### src/rtl/wsp_pkg.sv
// Package: codes, result type and helpers for the wheel session phase tracker.
package wsp_pkg;

    typedef enum logic [1:0] {
        ACT_UPDATE        = 2'd0,
        ACT_DISCARD_WHEEL = 2'd1,
        ACT_DISCARD_OTHER = 2'd2,
        ACT_ASSIGN        = 2'd3
    } action_t;

    typedef enum logic [1:0] {
        KIND_SCROLL   = 2'd0,
        KIND_MOMENTUM = 2'd1,
        KIND_ZOOM     = 2'd2
    } kind_t;

    typedef enum logic [2:0] {
        PH_NONE      = 3'd0,
        PH_MAY_BEGIN = 3'd1,
        PH_BEGAN     = 3'd2,
        PH_CHANGED   = 3'd3,
        PH_ENDED     = 3'd4,
        PH_CANCELLED = 3'd5
    } phase_t;

    typedef enum logic [1:0] {
        ST_FREE  = 2'd0,
        ST_MAY   = 2'd1,
        ST_BEGUN = 2'd2
    } status_t;

    typedef enum logic [1:0] {
        DISP_UNCHANGED = 2'd0,
        DISP_ADAPTED   = 2'd1,
        DISP_REPLACED  = 2'd2,
        DISP_NA        = 2'd3
    } disp_t;

    localparam int unsigned QUEUE_DEPTH = 3;

    typedef struct packed {
        logic [1:0]  disposition;
        logic        event_valid;
        logic [1:0]  event_kind;
        logic [2:0]  event_phase;
        logic [31:0] event_amount;
        logic        session_ended;
        logic        last;
    } result_t;

    function automatic logic [1:0] ptr_inc(input logic [1:0] p);
        logic [1:0] r;
        begin
            r = (p == 2'(QUEUE_DEPTH - 1)) ? 2'd0 : p + 2'd1;
            return r;
        end
    endfunction

endpackage

### src/rtl/wsp_step.sv
// Next-state and result logic for one beat of the session tracker.
module wsp_step
    import wsp_pkg::*;
(
    input  logic [1:0]  action,
    input  logic [1:0]  wheel_kind,
    input  logic [2:0]  phase_in,
    input  logic [31:0] zoom_amount,
    input  logic [1:0]  status,
    input  logic [1:0]  kind,
    output logic [1:0]  status_next,
    output logic [1:0]  kind_next,
    output logic        two,
    output result_t     res0,
    output result_t     res1
);

    logic [1:0] k;
    logic [2:0] p;
    logic [2:0] ph;
    logic       emit;
    logic       ended;
    result_t    disc_wheel;
    result_t    disc_other;
    result_t    drop;
    result_t    r0;
    result_t    r1;

    always_comb
    begin
        k = (wheel_kind == 2'd3) ? KIND_ZOOM : wheel_kind;
        p = (phase_in > PH_CANCELLED) ? PH_NONE : phase_in;

        drop = '0;
        drop.disposition = DISP_REPLACED;

        disc_wheel = '0;
        disc_other = '0;
        disc_other.disposition = DISP_NA;
        if (status != ST_FREE)
        begin
            disc_wheel.event_valid = 1'b1;
            disc_wheel.event_kind  = (kind == KIND_ZOOM) ? KIND_ZOOM : kind;
            disc_wheel.event_phase = (status == ST_MAY) ? PH_CANCELLED : PH_ENDED;
            disc_wheel.disposition = (kind == KIND_ZOOM) ? DISP_REPLACED : DISP_ADAPTED;
            disc_other.event_valid = 1'b1;
            disc_other.event_kind  = disc_wheel.event_kind;
            disc_other.event_phase = disc_wheel.event_phase;
        end

        status_next = status;
        kind_next   = kind;
        two         = 1'b0;
        r0          = '0;
        r1          = '0;
        ph          = p;
        emit        = 1'b0;

        case (action)
            ACT_UPDATE:
            begin
                if (k != KIND_SCROLL && p == PH_MAY_BEGIN)
                begin
                    r0 = drop;
                end
                else if ((p == PH_NONE && k == KIND_SCROLL) ||
                         (status != ST_FREE && kind != k))
                begin
                    r0 = disc_wheel;
                    status_next = ST_FREE;
                end
                else
                begin
                    emit = 1'b1;
                    case (status)
                        ST_FREE:
                        begin
                            if (p == PH_MAY_BEGIN)
                                status_next = ST_MAY;
                            else if (p == PH_ENDED || p == PH_CANCELLED)
                            begin
                                emit = 1'b0;
                                r0 = drop;
                            end
                            else
                            begin
                                status_next = ST_BEGUN;
                                ph = PH_BEGAN;
                            end
                        end
                        ST_MAY:
                        begin
                            if (p == PH_MAY_BEGIN)
                            begin
                                emit = 1'b0;
                                r0 = drop;
                            end
                            else if (p == PH_ENDED)
                            begin
                                status_next = ST_FREE;
                                ph = PH_CANCELLED;
                            end
                            else if (p == PH_CANCELLED)
                                status_next = ST_FREE;
                            else
                            begin
                                status_next = ST_BEGUN;
                                ph = PH_BEGAN;
                            end
                        end
                        default:
                        begin
                            if (p == PH_MAY_BEGIN)
                            begin
                                emit = 1'b0;
                                r0 = drop;
                            end
                            else if (p == PH_ENDED || p == PH_CANCELLED)
                                status_next = ST_FREE;
                            else
                                ph = PH_CHANGED;
                        end
                    endcase

                    if (emit)
                    begin
                        kind_next = k;
                        if (k == KIND_ZOOM)
                        begin
                            r0.disposition = DISP_REPLACED;
                            r0.event_valid = 1'b1;
                            r0.event_kind  = KIND_ZOOM;
                            if (ph == PH_BEGAN && zoom_amount != 32'd0)
                            begin
                                two = 1'b1;
                                r0.event_phase = PH_BEGAN;
                                r1.disposition  = DISP_REPLACED;
                                r1.event_valid  = 1'b1;
                                r1.event_kind   = KIND_ZOOM;
                                r1.event_phase  = PH_CHANGED;
                                r1.event_amount = zoom_amount;
                            end
                            else
                            begin
                                r0.event_phase  = ph;
                                r0.event_amount = zoom_amount;
                            end
                        end
                        else if (ph != p)
                        begin
                            r0.disposition = DISP_ADAPTED;
                            r0.event_valid = 1'b1;
                            r0.event_kind  = k;
                            r0.event_phase = ph;
                        end
                    end
                end
            end
            ACT_DISCARD_WHEEL:
            begin
                r0 = disc_wheel;
                status_next = ST_FREE;
            end
            ACT_DISCARD_OTHER:
            begin
                r0 = disc_other;
                status_next = ST_FREE;
            end
            default:
            begin
                kind_next = k;
                r0.disposition = DISP_NA;
                if (p == PH_MAY_BEGIN)
                    status_next = ST_MAY;
                else if (p == PH_BEGAN || p == PH_CHANGED)
                    status_next = ST_BEGUN;
                else
                    status_next = ST_FREE;
            end
        endcase

        ended = (status_next == ST_FREE) &&
                (p == PH_ENDED || p == PH_CANCELLED || p == PH_NONE);
        r0.session_ended = ended;
        r1.session_ended = ended;
        r0.last = ~two;
        r1.last = 1'b1;

        res0 = r0;
        res1 = r1;
    end

endmodule

### src/rtl/wheel_session_phase_tracker.sv
// Top level: wheel session phase tracker with a three-entry result queue.
// Each result is written into the result queue as its input beat is accepted.
// Throughput, while out_ready is high: one input beat per cycle while each
// yields one result; two results (zoom began, nonzero amount) drain one
// per cycle. in_ready is high while the result queue holds at most one entry.
// Reset (rst_n low, asynchronous): session free, kind scroll, queue empty.
module wheel_session_phase_tracker
    import wsp_pkg::*;
(
    input  logic        clk,
    input  logic        rst_n,
    input  logic        in_valid,
    output logic        in_ready,
    input  logic [1:0]  action,
    input  logic [1:0]  wheel_kind,
    input  logic [2:0]  phase_in,
    input  logic [31:0] zoom_amount,
    output logic        out_valid,
    input  logic        out_ready,
    output logic [1:0]  disposition,
    output logic        event_valid,
    output logic [1:0]  event_kind,
    output logic [2:0]  event_phase,
    output logic [31:0] event_amount,
    output logic        session_ended,
    output logic        last
);

    logic [1:0] status_reg;
    logic [1:0] kind_reg;
    logic [1:0] status_next;
    logic [1:0] kind_next;
    logic       two;
    result_t    res0;
    result_t    res1;

    result_t    queue_reg [QUEUE_DEPTH];
    logic [1:0] wr_reg;
    logic [1:0] rd_reg;
    logic [1:0] count_reg;
    logic [1:0] wr_next;
    logic [1:0] rd_next;
    logic [1:0] count_next;
    logic       push;
    logic       pop;
    result_t    head;

    wsp_step u_step (
        .action      (action),
        .wheel_kind  (wheel_kind),
        .phase_in    (phase_in),
        .zoom_amount (zoom_amount),
        .status      (status_reg),
        .kind        (kind_reg),
        .status_next (status_next),
        .kind_next   (kind_next),
        .two         (two),
        .res0        (res0),
        .res1        (res1)
    );

    assign in_ready  = (count_reg <= 2'd1);
    assign out_valid = (count_reg != 2'd0);
    assign push      = in_valid & in_ready;
    assign pop       = out_valid & out_ready;

    always_comb
    begin
        wr_next    = wr_reg;
        rd_next    = rd_reg;
        count_next = count_reg;
        if (push)
            wr_next = two ? ptr_inc(ptr_inc(wr_reg)) : ptr_inc(wr_reg);
        if (pop)
            rd_next = ptr_inc(rd_reg);
        count_next = count_reg + (push ? (two ? 2'd2 : 2'd1) : 2'd0) - (pop ? 2'd1 : 2'd0);
    end

    always_ff @(posedge clk or negedge rst_n)
    begin
        if (!rst_n)
        begin
            status_reg <= ST_FREE;
            kind_reg   <= KIND_SCROLL;
            wr_reg     <= 2'd0;
            rd_reg     <= 2'd0;
            count_reg  <= 2'd0;
        end
        else
        begin
            if (push)
            begin
                status_reg <= status_next;
                kind_reg   <= kind_next;
            end
            wr_reg    <= wr_next;
            rd_reg    <= rd_next;
            count_reg <= count_next;
        end
    end

    always_ff @(posedge clk)
    begin
        if (push)
        begin
            queue_reg[wr_reg] <= res0;
            if (two)
                queue_reg[ptr_inc(wr_reg)] <= res1;
        end
    end

    assign head          = queue_reg[rd_reg];
    assign disposition   = head.disposition;
    assign event_valid   = head.event_valid;
    assign event_kind    = head.event_kind;
    assign event_phase   = head.event_phase;
    assign event_amount  = head.event_amount;
    assign session_ended = head.session_ended;
    assign last          = head.last;

endmodule

### config.mk
export PLATFORM = sky130hd
export DESIGN_NAME = wheel_session_phase_tracker
export DESIGN_NICKNAME = d
export VERILOG_FILES = /design/src/rtl/wsp_pkg.sv /design/src/rtl/wsp_step.sv /design/src/rtl/wheel_session_phase_tracker.sv
export SDC_FILE = /design/constraint.sdc
export NUM_CORES = 1
export LEC_CHECK = 0
export ABC_AREA = 1
export CORE_MARGIN = 2
export CORE_UTILIZATION = 58
export CTS_CLUSTER_SIZE = 16
export DETAILED_ROUTE_END_ITERATION = 12
export DONT_BUFFER_PORTS = 1
export PLACE_DENSITY = 0.8
export SYNTH_ARGS = -nofsm -noshare
export SYNTH_HDL_FRONTEND = slang
export SYNTH_SLANG_ARGS = --single-unit
### constraint.sdc
create_clock -name clk -period 2.8 [get_ports clk]
set_input_delay 0.28 -clock clk [delete_from_list [all_inputs] [get_ports clk]]
set_output_delay 0.28 -clock clk [all_outputs]
set_load 0.005 [all_outputs]
==> flow_summary.ini, run 1 <==
[setup_path]
reg2regPathDepth = 16
crit_path_start_kind = flip-flop
r2r_slack_ps = 260
required_ps = 3170
crit_type = flip-flop to flip-flop
crit_fanout = 11
cp_data_arrival_time_ps = 2910
regToRegEndpoint = count_reg[1]$_DFF_PN0_
endpoint_kind = flip-flop
r2r-start = status_reg[1]$_DFFE_PN0P_

[yosys]
yosys_warnings = 0
synth_ff_type = edfxtp_1
synthCells = 963
yosys.area_share.simple_pct = 33.2
synthXorXnorAreaFrac_pct = 0.109
synthAdderAreaFrac_pct = 0.938
synth_top_family_by_area = simple AND/OR/NAND/NOR gates
synth_compound_area_share_pct = 7.28
synth-async-reset-ratio_pct = 7.35
synth-edff-count = 114
synthMuxAreaShare_pct = 0
syn_avg_cell_area_um2 = 8.31
ys_ff_latch = 136
yosysSeqAreaShare_pct = 48.9
synth_nets = 1012
syn_area_um2 = 8000
synth_cell_type_count = 40

[worst_hold_path]
hold_end = queue_reg[0][12]$_DFFE_PP_
hp-class = input port to flip-flop
hold_depth = 2
min-delay-start = zoom_amount[10]

[cells_and_area]
n_fill_cell = 1087
layout.cells.non_filler = 1136
layout_common_cells = nand2_1 (279), edfxtp_1 (114), inv_1 (98)
drive_above_1_share_pct = 12.4
final_common_cell = nand2_1
final_core_util_pct = 65.5
nNetsFinal = 996
largest_reg_flops = 126
diodes = 0
synthToLayoutAreaGrowth_pct = 9.25

[sta]
slew_headroom_pct = 34.3
rsz0062_at_grt = false
setup_viol = 0
clock.fmax_mhz = 394
worst_slew_pin_slew_ps = 986
holdWs_ps = 27.9
setup_tns_ps = 0
skew_ps = 4.78
min_period_ps = 2540
hold_viol = 0
period_share_pct = 90.7
slew_viol_final = 0

[power]
ir_worst_vdd_uv = 524
p_leak_nw = 3.80
power-per-cell-area_nw_per_um2 = 833
p_total_w = 0.00729

[clock_tree]
cts_buffers = 17
root_buffer = clkbuf_16
htree_levels = 4
cts_resized = 0
cts_tree = built
clk_latency_ps = 430
cts_sinks = 136
clockBufferDepth = 2
path_clk_slew_ps = 60

[floorplan]
fp-row-count = 42
floorplan.die_area_um2 = 14800
start_util_pct = 60.0
die_h_um = 121
die_w_um = 121
io_pins = 87
core_region_area_um2 = 13300

[global_route]
antenna_found_initial = 0
grt_pass1_vias = 6329
grt_max_degree = 48
use_met3_pct = 8.65
use_met1_pct = 37.5
grt_busiest_layer = met2
grt_pass1_wl_um = 32500
use_met2_pct = 46.1
grtUsageTotal_pct = 28.7
gr-total-overflow = 0

[route]
first_pass_iters = 5
dr.first_iter.drc_count = 826
drc_errors = 0
vias = 6751
wl_per_cell_um = 18.0
postRouteWirelength_um = 20400
drtAntennaViolNets = 0
routed_via_density = 5.94

[placed_design]
place_inst = 1103
io_buffers = 0
hpwl_um = 13300
gp_congestion = 0.970

[run_status]
status = completed

[flow_run]
drv_cap = 0
## logic make-up after synthesis
| group | after synthesis |
|---|---|
| adders and majority gates | 6 |
| DFF | 136 |
| AOI/OAI and AO/OA | 90 |
| buffers and inverters | 170 |
| xor gates and xnor gates | 1 |
| and+or+nand+nor | 560 |
## final cells by class
cell class / count / area [um^2] / area share, %
tap: 176 / 220 / 2.52
inverter: 108 / 414 / 4.74
clock inverter: 8 / 46.3 / 0.529
sequential: 136 / 3910 / 44.8
timing repair buffer: 27 / 305 / 3.49
multi-input combinational: 657 / 3340 / 38.2
clock buffer: 24 / 503 / 5.75
## power by group
part	switching, W	total, W	internal (W)
logic	0.00178	0.00246	0.000675
clock network	0.000829	0.00207	0.00124
registers	0.000165	0.00276	0.00259
## metal layers
layer,share of wire [%],vias to the layer above
li1,-,3252
met1,41,3160
met2,47,310
met3,10,29
met4,1.6,0
met5,0,-
## cells in the mapped netlist (3+ instances only)
cell	n	share of area (%)
buf_1	4	0.19
buf_4	5	0.47
buf_6	3	0.42
nand3_1	68	4.3
dfxtp_1	12	3.0
inv_4	3	0.23
o21ai_1	3	0.19
nand2_1	280	13
nand2_4	6	0.84
o21ai_0	30	1.9
o211ai_1	46	4.3
nand4_1	95	7.4
dfrtp_1	10	3.1
buf_2	9	0.56
a21oi_1	4	0.25
ha_1	6	0.94
nor3_1	4	0.25
inv_1	99	4.6
buf_12	4	1.0
clkbuf_1	37	1.7
nand2_2	33	2.6
nor2_1	59	2.8
edfxtp_1	114	43
inv_2	3	0.14
## metrics by stage
stage / area [um^2] / worst slack, ps
3_5_place_dp: 8190 / 314
6_report: 8740 / 260
2_1_floorplan: 8000 / 141
3_3_place_gp: 8190 / 403
4_1_cts: 8740 / 296
5_1_grt: 8740 / 48.0
## what timing repair did
| item | CTS | global route |
|---|---|---|
| setup buffers | 0 | 0 |
| endpoints found under the hold margin | 10 | 0 |
| hold buffers | 1 | 0 |
## worst max-delay path, cell delays in order, from the launching register on
cell and delay, ps:
dfrtp_1 490, inv_4 130, nand2_4 90, nand3_2 100, nand2_1 80, nor2_1 140
nand2_1 150, nor2_8 260, inv_1 100, nand2_1 80, ha_1 240, inv_1 70
ha_1 150, xor2_1 170, nand3b_1 130, nand2_1 50, inv_1 40
## worst max-delay path by stage
stage / from / to / cells after the start
global placement: status_reg[1]$_DFFE_PN0P_ / count_reg[1]$_DFF_PN0_ / 16
global route: status_reg[1]$_DFFE_PN0P_ / count_reg[1]$_DFF_PN0_ / 16
detailed placement: status_reg[1]$_DFFE_PN0P_ / count_reg[1]$_DFF_PN0_ / 16
finish: status_reg[1]$_DFFE_PN0P_ / count_reg[1]$_DFF_PN0_ / 16
CTS: status_reg[1]$_DFFE_PN0P_ / count_reg[1]$_DFF_PN0_ / 16
floorplan: status_reg[1]$_DFFE_PN0P_ / queue_reg[0][10]$_DFFE_PP_ / 11
(Power assumes the default switching activity.)
==> inputs of run 2 (changes only) <==
--- a/config.mk
+++ b/config.mk
@@ -11,7 +11,9 @@
 export CTS_CLUSTER_SIZE = 16
 export DETAILED_ROUTE_END_ITERATION = 12
 export DONT_BUFFER_PORTS = 1
+export MAX_ROUTING_LAYER = met4
 export PLACE_DENSITY = 0.8
 export SYNTH_ARGS = -nofsm -noshare
 export SYNTH_HDL_FRONTEND = slang
+export SYNTH_HIERARCHICAL = 1
 export SYNTH_SLANG_ARGS = --single-unit
==> run 2 against run 1 <==
  * First-iteration DRC count down 6.9%
  * Sequential power about the same
  * Die area up 3.5%
  * Via count up 6.7%
  * Setup slack worse by 26 ps
  * Sequential share of layout area down 0.22 points
  * Global-route usage up 0.84 points
  * Power up 1.6%
  * Routed wire length up 2.7%
  * Clock power up 5%
  * Non-clock buffer count up 8
  * Largest cell class unchanged
==> flow_summary.ini, run 2 <==
[route]
postRouteWirelength_um = 21000
vias = 7201
wl_per_cell_um = 16.9
dr.first_iter.drc_count = 769
drc_errors = 0
first_pass_iters = 6
routed_via_density = 5.79
drtAntennaViolNets = 0

[global_route]
grt_max_degree = 46
gr-total-overflow = 0
antenna_found_initial = 0
grt_pass1_wl_um = 33100
grtUsageTotal_pct = 29.6
grt_pass1_vias = 6653

[yosys]
post-synth-top-area-fraction_pct = 45.6
ys_ff_latch = 136
yosysMostFrequentCell = nand2_1
yosys.area_share.simple_pct = 36.5
synthXorXnorAreaFrac_pct = 0.106
yosysSeqAreaShare_pct = 48.7
synth-edff-count = 126
synth.largest_area_cell = edfxtp_1
synthCells = 1057
synth-async-reset-ratio_pct = 7.35
ys_top_cells_by_count = nand2_1 (525), edfxtp_1 (126), inv_1 (60)
yosys_warnings = 6
syn_avg_cell_area_um2 = 7.84
synth_ff_type = edfxtp_1
netlist_top_cells_area = edfxtp_1 (46%), nand2_1 (24%), nand3_1 (3.5%)
synth_compound_area_share_pct = 4.95
synthMuxAreaShare_pct = 0
syn_area_um2 = 8290
synthAdderAreaFrac_pct = 0.906
synth_top_family_by_area = simple AND/OR/NAND/NOR gates
synth_cell_type_count = 41

[setup_path]
crit_fanout = 17
cp_data_arrival_time_ps = 2690
worstPathCellList = nor2_2, inv_2, o21ai_4, inv_2, nor3_4, inv_2, nor2_4, buf_4, nand3_2, o21ai_4, buf_12
endpoint_kind = flip-flop
cpMostUsedCell = inv_2
worst_path_largest_cell_delay_ps = 440
required_ps = 2930
crit_type = flip-flop to flip-flop
crit_path_start_kind = flip-flop
cp_slowest_cell = dfrtp_1

[sta]
layout_setup_ws_ps = 234
setup_viol = 0
slew_headroom_pct = 54.7
worst_slew_pin_slew_ps = 680
skew_ps = 5.20
period_share_pct = 91.6
min_period_ps = 2570
slew_viol_final = 0
rsz0062_at_grt = false
hold_viol = 0
clock.fmax_mhz = 390

[placed_design]
place_area_um2 = 8460
io_buffers = 0
preCtsSetupSlack_ps = 236
hpwl_um = 13300
gp_congestion = 0.912

[run_status]
status = completed

[power]
p_sw_w = 0.00274
ir_worst_vdd_uv = 541
p_leak_nw = 3.99
pwr-share-clk_pct = 29.4
power-per-cell-area_nw_per_um2 = 817
pwr-share-seq_pct = 37.5
power.share.combinational_pct = 33.1
p_sw_share_pct = 37.0
internal_power_w = 0.00467

[floorplan]
floorplan.die_area_um2 = 15300
die_h_um = 124
start_util_pct = 59.5
io_pins = 87
core_region_area_um2 = 13900
fp-row-count = 43
die_w_um = 124

[cells_and_area]
drive_above_1_share_pct = 11.8
synthToLayoutAreaGrowth_pct = 9.25
fin_area_um2 = 9060
largest_reg_flops = 126
final_core_util_pct = 65.0
final_common_cell = nand2_1
nNetsFinal = 1099
layout_common_cells = nand2_1 (524), edfxtp_1 (126), inv_1 (60)
diodes = 0

[clock_tree]
path_clk_slew_ps = 60
root_buffer = clkbuf_16
cts_sinks = 136
cts_resized = 0
clockBufferDepth = 2
cts_tree = built
htree_levels = 4
cts_buffers = 17
clk_latency_ps = 420

[worst_hold_path]
hp-class = input port to flip-flop

[flow_run]
drv_cap = 0
==> run 2: cell count changes after synthesis, moves of 27 or more <==
cell / delta
nor3_1: +27
nand2_1: +245
o211ai_1: -45
inv_1: -39
nand2_2: -31
nand4_1: -85
nor2_1: -34
==> run 2: cells by family after synthesis <==
kind of cell / Yosys count
other cells: 2
simple gates: 700
xor+xnor: 1
fa+ha+maj: 6
flops: 136
buf+inv: 136
compound gates: 76
==> run 2: power by group through the flow <==
stage	sequential [W]	clock [W]	combinational, W
after CTS	0.00277	0.00219	0.00247
final	0.00278	0.00217	0.00245
after detailed placement	0.00281	0	0.00245
after global placement	0.00280	0	0.00241
after floorplan	0.00275	0	0.00172
after global routing	0.00280	0.00228	0.00272
==> run 2: worst paths after layout <==
check	slack (ps)	startpoint	end	depth (start not counted)
setup / recovery	230	status_reg[1]$_DFFE_PN0N_	queue_reg[0][15]$_DFFE_PP_	11
hold / removal	90	in_valid	count_reg[1]$_DFF_PN0_	3
setup reg to reg	230	status_reg[1]$_DFFE_PN0N_	queue_reg[0][15]$_DFFE_PP_	11
hold reg to reg	510	count_reg[0]$_DFF_PN0_	count_reg[0]$_DFF_PN0_	1
max in group asynchronous	2160	rst_n	kind_reg[1]$_DFFE_PN0N_	1
min in group asynchronous	280	rst_n	wr_reg[1]$_DFFE_PN0N_	1
==> run 2: metal layers <==
metal | wire (um) | vias up | global-route usage, %
li1 | - | 3391 | -
met1 | 8300 | 3343 | 36.4
met2 | 10200 | 408 | 47.5
met3 | 1950 | 59 | 6.46
met4 | 498 | 0 | 11.9
met5 | 0 | - | -
==> run 2: what timing repair did <==
item | in CTS | in global routing
endpoints found under the hold margin | 10 | 0
buffers inserted | 0 | 3
hold buffers | 1 | 0
endpoints found under the setup margin | 0 | 4
==> run 2: through the flow <==
step	total power (W)	hold slack, ps	TNS, ps	cells
2_1_floorplan	0.00447	-15.6	-2580	1059
3_3_place_gp	0.00522	-15.2	0	1207
3_5_place_dp	0.00526	-15.2	0	1207
4_1_cts	0.00742	83.8	0	1240
5_1_grt	0.00781	91.8	0	1243
6_report	0.00740	94.6	0	1243
==> run 2: critical path: cells and delay by family, from the launching register on <==
family	cells	cell delay, ps
buffers and inverters	5	660
and+or+nand+nor	4	680
AOI/OAI and AO/OA	2	480
DFF	1	440
==> run 2: area by class of cell <==
cell class / instances / area, um^2
fill: 1116 / 4880
multi-input combinational: 787 / 3580
clock inverter: 13 / 135
sequential: 136 / 4030
inverter: 73 / 274
timing repair buffer: 35 / 378
clock buffer: 19 / 433
tap: 180 / 225
